`config.mk`:
```
export PLATFORM = sky130hd
export DESIGN_NAME = abrs_mul
export DESIGN_NICKNAME = d
export VERILOG_FILES = /design/src/sv/assert_macros.svh /design/src/sv/abrs_pkg.sv /design/src/sv/abrs_mul.sv
export SDC_FILE = /design/constraint.sdc
export NUM_CORES = 1
export LEC_CHECK = 0
export BUFFER_PORTS_ARGS = -buffer_cell sky130_fd_sc_hd__buf_2
export CORE_MARGIN = 1
export CORE_UTILIZATION = 58
export DETAILED_ROUTE_END_ITERATION = 8
export PLACE_DENSITY = 0.8
export SETUP_SLACK_MARGIN = 0.05
export SLEW_MARGIN = 20
export SYNTH_ARGS = -nofsm -noshare
export SYNTH_HDL_FRONTEND = slang
export SYNTH_SLANG_ARGS = --single-unit
```
`constraint.sdc`:
```
create_clock -name clk -period 6.1 [get_ports clk]
set_clock_uncertainty 0.15 [all_clocks]
set_input_delay 0.305 -clock clk [delete_from_list [all_inputs] [get_ports clk]]
set_output_delay 0.305 -clock clk [all_outputs]
set_load 0.01 [all_outputs]
```
`src/sv/assert_macros.svh`:
```
// assertion macros used by the top-level rtl file
`ifndef ASSERT_MACROS_SVH
`define ASSERT_MACROS_SVH

// property checked on every clock edge outside reset
`define ABRS_ASSERT_CLK(label, prop, msg) \
    label: assert property (@(posedge clk) disable iff (!rst_n) prop) else $error(msg);

// condition that must hold in the cycle after a trigger
`define ABRS_ASSERT_NEXT(label, ante, cons, msg) \
    label: assert property (@(posedge clk) disable iff (!rst_n) (ante) |=> (cons)) \
        else $error(msg);

`endif

```
`src/sv/abrs_pkg.sv`:
```
// types and constants of the angle bucket range smoother
package abrs_pkg;

    localparam int NUM_BUCKETS = 360;
    localparam int BKT_W       = 9;
    localparam int DIST_W      = 20;
    localparam int MUL_A_W     = 18;
    localparam int MUL_B_W     = 20;
    localparam int MUL_P_W     = MUL_A_W + MUL_B_W;

    // ceil(2^24 / 100), exact floor division for dividends below 2^17
    localparam logic [MUL_A_W-1:0] RECIP_100   = 18'd167773;
    localparam int                 RECIP_SHIFT = 24;

    localparam logic [8:0] ONE_Q8 = 9'd256;

    localparam logic [8:0]  ALPHA_RESET     = 9'd77;
    localparam logic [15:0] THRESHOLD_RESET = 16'd500;
    localparam logic [8:0]  DECAY_RESET     = 9'd230;
    localparam logic [8:0]  MIN_CONF_RESET  = 9'd26;
    localparam logic [8:0]  BOOST_RESET     = 9'd77;

    localparam logic [2:0] CFG_ALPHA     = 3'd0;
    localparam logic [2:0] CFG_THRESHOLD = 3'd1;
    localparam logic [2:0] CFG_DECAY     = 3'd2;
    localparam logic [2:0] CFG_MIN_CONF  = 3'd3;
    localparam logic [2:0] CFG_BOOST     = 3'd4;

    typedef enum logic [1:0] {
        OP_POINT = 2'd0,
        OP_DECAY = 2'd1,
        OP_READ  = 2'd2,
        OP_NOP   = 2'd3
    } opcode_t;

    typedef struct packed {
        logic              valid;
        logic [DIST_W-1:0] range_q4;
        logic [15:0]       angle;
        logic [7:0]        qual;
        logic [8:0]        conf;
    } entry_t;

    typedef struct packed {
        logic             wr_en;
        logic [BKT_W-1:0] wr_addr;
        logic             rd_en;
        logic [BKT_W-1:0] rd_addr;
    } tbl_req_t;

endpackage

```
`src/sv/abrs_mul.sv`:
```
// shared unsigned multiplier with registered product
module abrs_mul (
    input  logic                           clk,
    input  logic [abrs_pkg::MUL_A_W-1:0]   a,
    input  logic [abrs_pkg::MUL_B_W-1:0]   b,
    output logic [abrs_pkg::MUL_P_W-1:0]   prod
);

    logic [abrs_pkg::MUL_P_W-1:0] prod_reg;

    always_ff @(posedge clk)
    begin
        prod_reg <= abrs_pkg::MUL_P_W'(a) * abrs_pkg::MUL_P_W'(b);
    end

    assign prod = prod_reg;

endmodule

```
==> results of run 1 <==
[cells in the final DEF (no fill, tap or decap), types with 2 or more instances in the layout]
master     count
and3_1         4
o21ai_0       19
clkbuf_16      5
nor2b_1        2
o2111ai_1      2
o211ai_1       3
a31oi_1        8
buf_4         11
a21o_1         9
a21oi_1       36
buf_2         76
nand2_1      227
a21boi_0       3
fa_1         288
and2_1       159
o21a_1         3
xnor2_1       22
dfxtp_1       38
nand4_1       10
ha_1         112
nor2_1         8
clkinv_2       2
xor2_1        12
nand3_1        7
nand2b_1       7
inv_1        359
[final cells by class]
class                      count  area share
clock buffer                   5    0.009436
clock inverter                 3    0.003019
inverter                     359      0.1016
multi-input combinational    961      0.7677
sequential                    38     0.05737
tap                          275     0.02595
timing repair buffer          87     0.03491
[synth_stat cells, types with 2 or more instances]
cell         n
nor2_1       8
a31oi_1      8
nor2b_1      2
dfxtp_1     38
xnor2_1     22
inv_1      359
o211ai_1     3
o2111ai_1    2
and3_1       4
xor2_1      12
o21ai_0     19
and2_1     159
clkbuf_1    70
nand2b_1     7
a21boi_0     3
ha_1       112
nand2_1    227
fa_1       288
nand3_1      7
a21o_1       9
a21oi_1     36
nand4_1     10
o21a_1       3
[per-layer routing]
layer / up-vias / GRT usage / wire [um]
li1: 4201 / - / -
met1: 4813 / 0.3367 / 10990
met2: 344 / 0.4905 / 14920
met3: 96 / 0.04465 / 1793
met4: 0 / 0.1372 / 1532
met5: - / 0 / 0
[worst max path at each step]
| stage | startpoint | endpoint | slack, ns | depth (start not counted) |
|---|---|---|---|---|
| finish | a[3] | prod[32] | 0.33 | 19 |
| global placement | b[10] | prod[36] | 0.22 | 20 |
| detailed placement | a[3] | prod[32] | 0.10 | 19 |
| floorplan | b[16] | prod[30] | 0.35 | 21 |
| global route | a[3] | prod[24] | 0.1 | 19 |
| CTS | a[3] | prod[32] | 0.41 | 19 |
[cell families (layout without fill, tap and decap cells)]
family | count (synthesis) | after routing | synth area share
adders and majority gates | 400 | 400 | 0.5710
xor gates and xnor gates | 34 | 34 | 0.02373
and+or+nand+nor | 429 | 429 | 0.1664
buffers and inverters | 429 | 454 | 0.1283
AOI/OAI and AO/OA | 98 | 98 | 0.04995
DFF | 38 | 38 | 0.06061
[metrics by stage]
step                      cells  instance area [um2]
after CTS                  1728                13260
after global placement     1720                13100
after global routing       1728                13260
after detailed placement   1720                13100
final                      1728                13260
after floorplan            1428                12550
==> metrics.md, run 1 <==
| Metric | Value |
|---|---|
| Fmax | `173.4 MHz` |
| Chip Height | `149.1 um` |
| Largest area contributor in the netlist | `fa_1` |
| Worst hold path class | `input pin to register` |
| Post-route ant nets | `0` |
| Layout cells sized above 1 | `0.06951` |
| Period utilization | `0.9452` |
| Initial DRC Count | `503` |
| CTS tree | `built` |
| Core box area | `21,090 um2` |
| # diodes | `0` |
| Most Frequent Cell on Critical Path | `fa_1` |
| Largest net degree at the start of global routing | `21` |
| Final Hold Vio Count | `0` |
| WS Path Type | `input pin to register` |
| I/O pins | `77` |
| Setup ws final | `0.3341 ns` |
| Crit path max-delay family | `adder cells` |
| Total nets after synthesis | `1,867` |
| Post-cts sizing count | `0` |
| Multi-input gate area | `10,180 um2` |
| Die ar. | `22,230 um2` |
| Max stage delay on crit path | `0.55 ns` |
| Fin nets | `1,891` |
| Syn_area_per_cell | `8.789 um2` |
| Hold buffers post-CTS | `0` |
| Detailed Place HPWL | `23.88 mm` |
| CP Cell Sequence | `buf_2, nand2_1, fa_1, fa_1, fa_1, fa_1, inv_1, fa_1, inv_1, fa_1, inv_1, ha_1, nand2_1, a21oi_1, a31oi_1, nor3_1, nand2b_1, a41oi_1, xor2_1` |
| WHS Path Cells | `2` |
| H-Tree Depth | `2` |
| 1st-pass router iterations | `5` |
| Via/cell ratio | `5.471` |
| Yosys cell types | `43` |
| MaxCap Viol Count | `0` |
| Gr usage total | `0.2806` |
| Min Hold Slack | `0.3242 ns` |
| Setup TNS | `0 ns` |
| Startpoint Class | `input pin` |
| Critical Path Sink Type | `register` |
| Vias in the first global route | `10,003` |
| Top cell type's share of synthesized area | `0.4594` |
| First-pass GRT wire length | `48.09 mm` |
| Area delta synth->final | `5.652%` |
| Initial antenna violation count | `0` |
| Dpl ws | `0.1016 ns` |
| CTS Buffer Depth | `2` |
| Initial core utilization | `0.5952` |
| Ys Warns | `0` |
| DR WL/cell | `16.92 um` |
| CP Buf/Inv Count | `4` |
| Data required time of the critical path | `6.17 ns` |
| Synth area leaders | `fa_1, ha_1, inv_1` |
| Congestion Overflow GR | `0` |
| Main synth FF type | `dfxtp_1` |
| Total Routed Length | `29.24 mm` |
| Clock-pin slew on the worst setup and hold paths | `0.06 ns` |
| Max FFs per register | `38` |
| Relative max-transition margin | `0.6445` |
| Worst Tran Pin Value | `0.5292 ns` |
| Start point of the worst hold path | `b[0]` |
| Row Count | `53` |
| Seq cells post-synth | `38` |
| Tmin final | `5.766 ns` |
| Post-layout util | `0.6288` |
| # DRC | `0` |
| Mapped Area | `12,550 um2` |
| RSZ-0062 raised after global routing | `no` |
| Number of port buffers | `76` |
| Reg area | `760.7 um2` |
| Slowest cell on crit path | `fa_1` |
| Hold Path End | `prod[0]` |
| Status | `finished, final reports clean` |
| WP data arrival | `5.84 ns` |
| Top fanout value on the critical path | `20` |
| Die Width | `149.1 um` |
| EDFF count, synth | `0` |
| Clock sinks | `38` |
| GP Congestion | `0.8708` |
| Vias | `9,454` |
| FILL cells | `1,813` |
| Post-CTS Repair Setup Buffers | `0` |
| Post-synthesis sequential area ratio | `0.06061` |
| TritonCTS buffer count | `5` |
| Max Slew Vio Count | `0` |
| Root Driver | `clkbuf_16` |
| Final setup fails | `0` |
| Synth async-reset ratio | `0` |
| Cells after Synth | `1,428` |
Power of run 1 is not shown: default switching activity piles up to over one toggle a cycle in this logic, so the estimate is an artifact.
==> run 2: changes to the inputs <==
==> constraint.sdc (replaced) <==
create_clock -name clk -period 6.1 [get_ports clk]
set_clock_uncertainty 0.15 [all_clocks]
set_input_delay 0.61 -clock clk [delete_from_list [all_inputs] [get_ports clk]]
set_output_delay 0.61 -clock clk [all_outputs]
set_load 0.01 [all_outputs]
==> run 2 against run 1 <==
Flip-flop and latch count did not move. Worst hold slack improved by 0.22 ns. Wire length fell by 0.34%. Design area rose by 3.7%. Global-route usage barely moved. Critical path depth did not move. Core utilization rose by 2.3 points. Via count rose by 1.9%. Sequential share of layout area fell by 0.20 points. Die area did not move. Maximum frequency fell by 0.99%.
==> metrics.md, run 2 (synthesis results as in run 1) <==
| Metric | Value |
|---|---|
| Design Area, Final | `13,750 um2` |
| Total Routed Length | `29.14 mm` |
| Clock sinks | `38` |
| Inst Count DP | `1,776` |
| Post-route ant nets | `0` |
| Placed Area | `13,550 um2` |
| Top fanout value on the critical path | `14` |
| Congestion Overflow GR | `0` |
| Setup ws final | `0.2763 ns` |
| Tmin final | `5.824 ns` |
| Number of port buffers | `76` |
| # DRC | `0` |
| Fin nets | `1,947` |
| Via/cell ratio | `5.399` |
| First-pass GRT wire length | `48.22 mm` |
| Initial core utilization | `0.5952` |
| RSZ-0062 raised after global routing | `yes` |
| Final setup fails | `0` |
| Core box area | `21,090 um2` |
| Chip Height | `149.1 um` |
| MaxCap Viol Count | `0` |
| Layout cells sized above 1 | `0.1087` |
| Root Driver | `clkbuf_16` |
| Setup TNS | `0 ns` |
| Max FFs per register | `38` |
| Row Count | `53` |
| Detailed Place HPWL | `25.68 mm` |
| Worst Tran Pin Value | `0.4340 ns` |
| Die ar. | `22,230 um2` |
| I/O pins | `77` |
| Vias | `9,632` |
| Status | `finished, final reports clean` |
| Period utilization | `0.9547` |
| Die Width | `149.1 um` |
| Post-cts sizing count | `0` |
| Gr usage total | `0.2802` |
| Largest net degree at the start of global routing | `21` |
| Clock-pin slew on the worst setup and hold paths | `0.07 ns` |
| WS Path Type | `input pin to register` |
| Dpl ws | `-0.06124 ns` |
| Initial antenna violation count | `0` |
| Final Hold Vio Count | `0` |
| Fin cells | `1,784` |
| GP Congestion | `0.9222` |
| TritonCTS buffer count | `5` |
| Hold buffers post-CTS | `0` |
| Vias in the first global route | `10,300` |
| WP data arrival | `5.86 ns` |
| Initial DRC Count | `368` |
| Fmax | `171.7 MHz` |
| Commonest non-fill, non-tap cell in the layout | `inv_1` |
| Worst hold path class | `input pin to register` |
| # diodes | `0` |
| CTS tree | `built` |
| Data required time of the critical path | `6.14 ns` |
| Most frequent cells in the layout | `inv_1, fa_1, nand2_1, and2_1, ha_1` |
| Max Slew Vio Count | `0` |
| 1st-pass router iterations | `4` |
| FILL cells | `1,725` |
| Area delta synth->final | `9.521%` |
| CTS Buffer Depth | `2` |
| Startpoint Class | `input pin` |
| Relative max-transition margin | `0.7089` |
| Critical Path Sink Type | `register` |
| Post-CTS Repair Setup Buffers | `0` |
| DR WL/cell | `16.33 um` |
| H-Tree Depth | `2` |
==> run 2: cell types whose count changed in the layout (fill, tap and decap cells not counted), sizes merged <==
cell      before  now
clkbuf         5   10
buf           87  139
bufinv         1    0
clkinvlp       0    1
clkinv         2    1
==> run 2: final cells by class <==
class | instances | area (um2) | area share
Multi-Input combinational cell | 961 | 10210 | 0.7429
Clock buffer | 6 | 138.9 | 0.01010
Tap cell | 275 | 344.1 | 0.02503
Clock inverter | 2 | 12.51 | 0.0009102
Sequential cell | 38 | 760.7 | 0.05534
Timing Repair Buffer | 143 | 930.9 | 0.06772
Inverter | 359 | 1348 | 0.09803
==> run 2: path summary, 6_finish.rpt <==
kind / from / to / slack [ns] / cells after the start
worst max-delay path: b[11] / prod[30] / 0.28 / 19
worst min-delay path: b[0] / prod[0] / 0.55 / 2
==> run 2: stage by stage <==
stage / util / hold WS, ns
after CTS: 0.6499 / 0.5392
final: 0.6518 / 0.5469
after global placement: 0.6427 / 0.8349
after floorplan: - / 0.5817
after global routing: 0.6518 / 0.5464
after detailed placement: 0.6427 / 0.8399
==> run 2: metal layers <==
metal	track usage	wire (um)
met5	0	0
met4	0.1490	1559
met3	0.02997	1215
met2	0.5123	15740
met1	0.3213	10620
==> run 2: critical path: stages <==
cell and delay [ns]:
clkbuf_4 0.20, and2_1 0.21, fa_1 0.53, inv_1 0.05
fa_1 0.46, fa_1 0.53, inv_1 0.06, fa_1 0.54
fa_1 0.51, inv_1 0.05, fa_1 0.48, inv_1 0.04
ha_1 0.32, nand4_1 0.19, o311a_1 0.39, a211o_1 0.34
nor2_2 0.12, a21oi_1 0.09, xnor2_1 0.13
Power of run 2 is left out for the same reason.
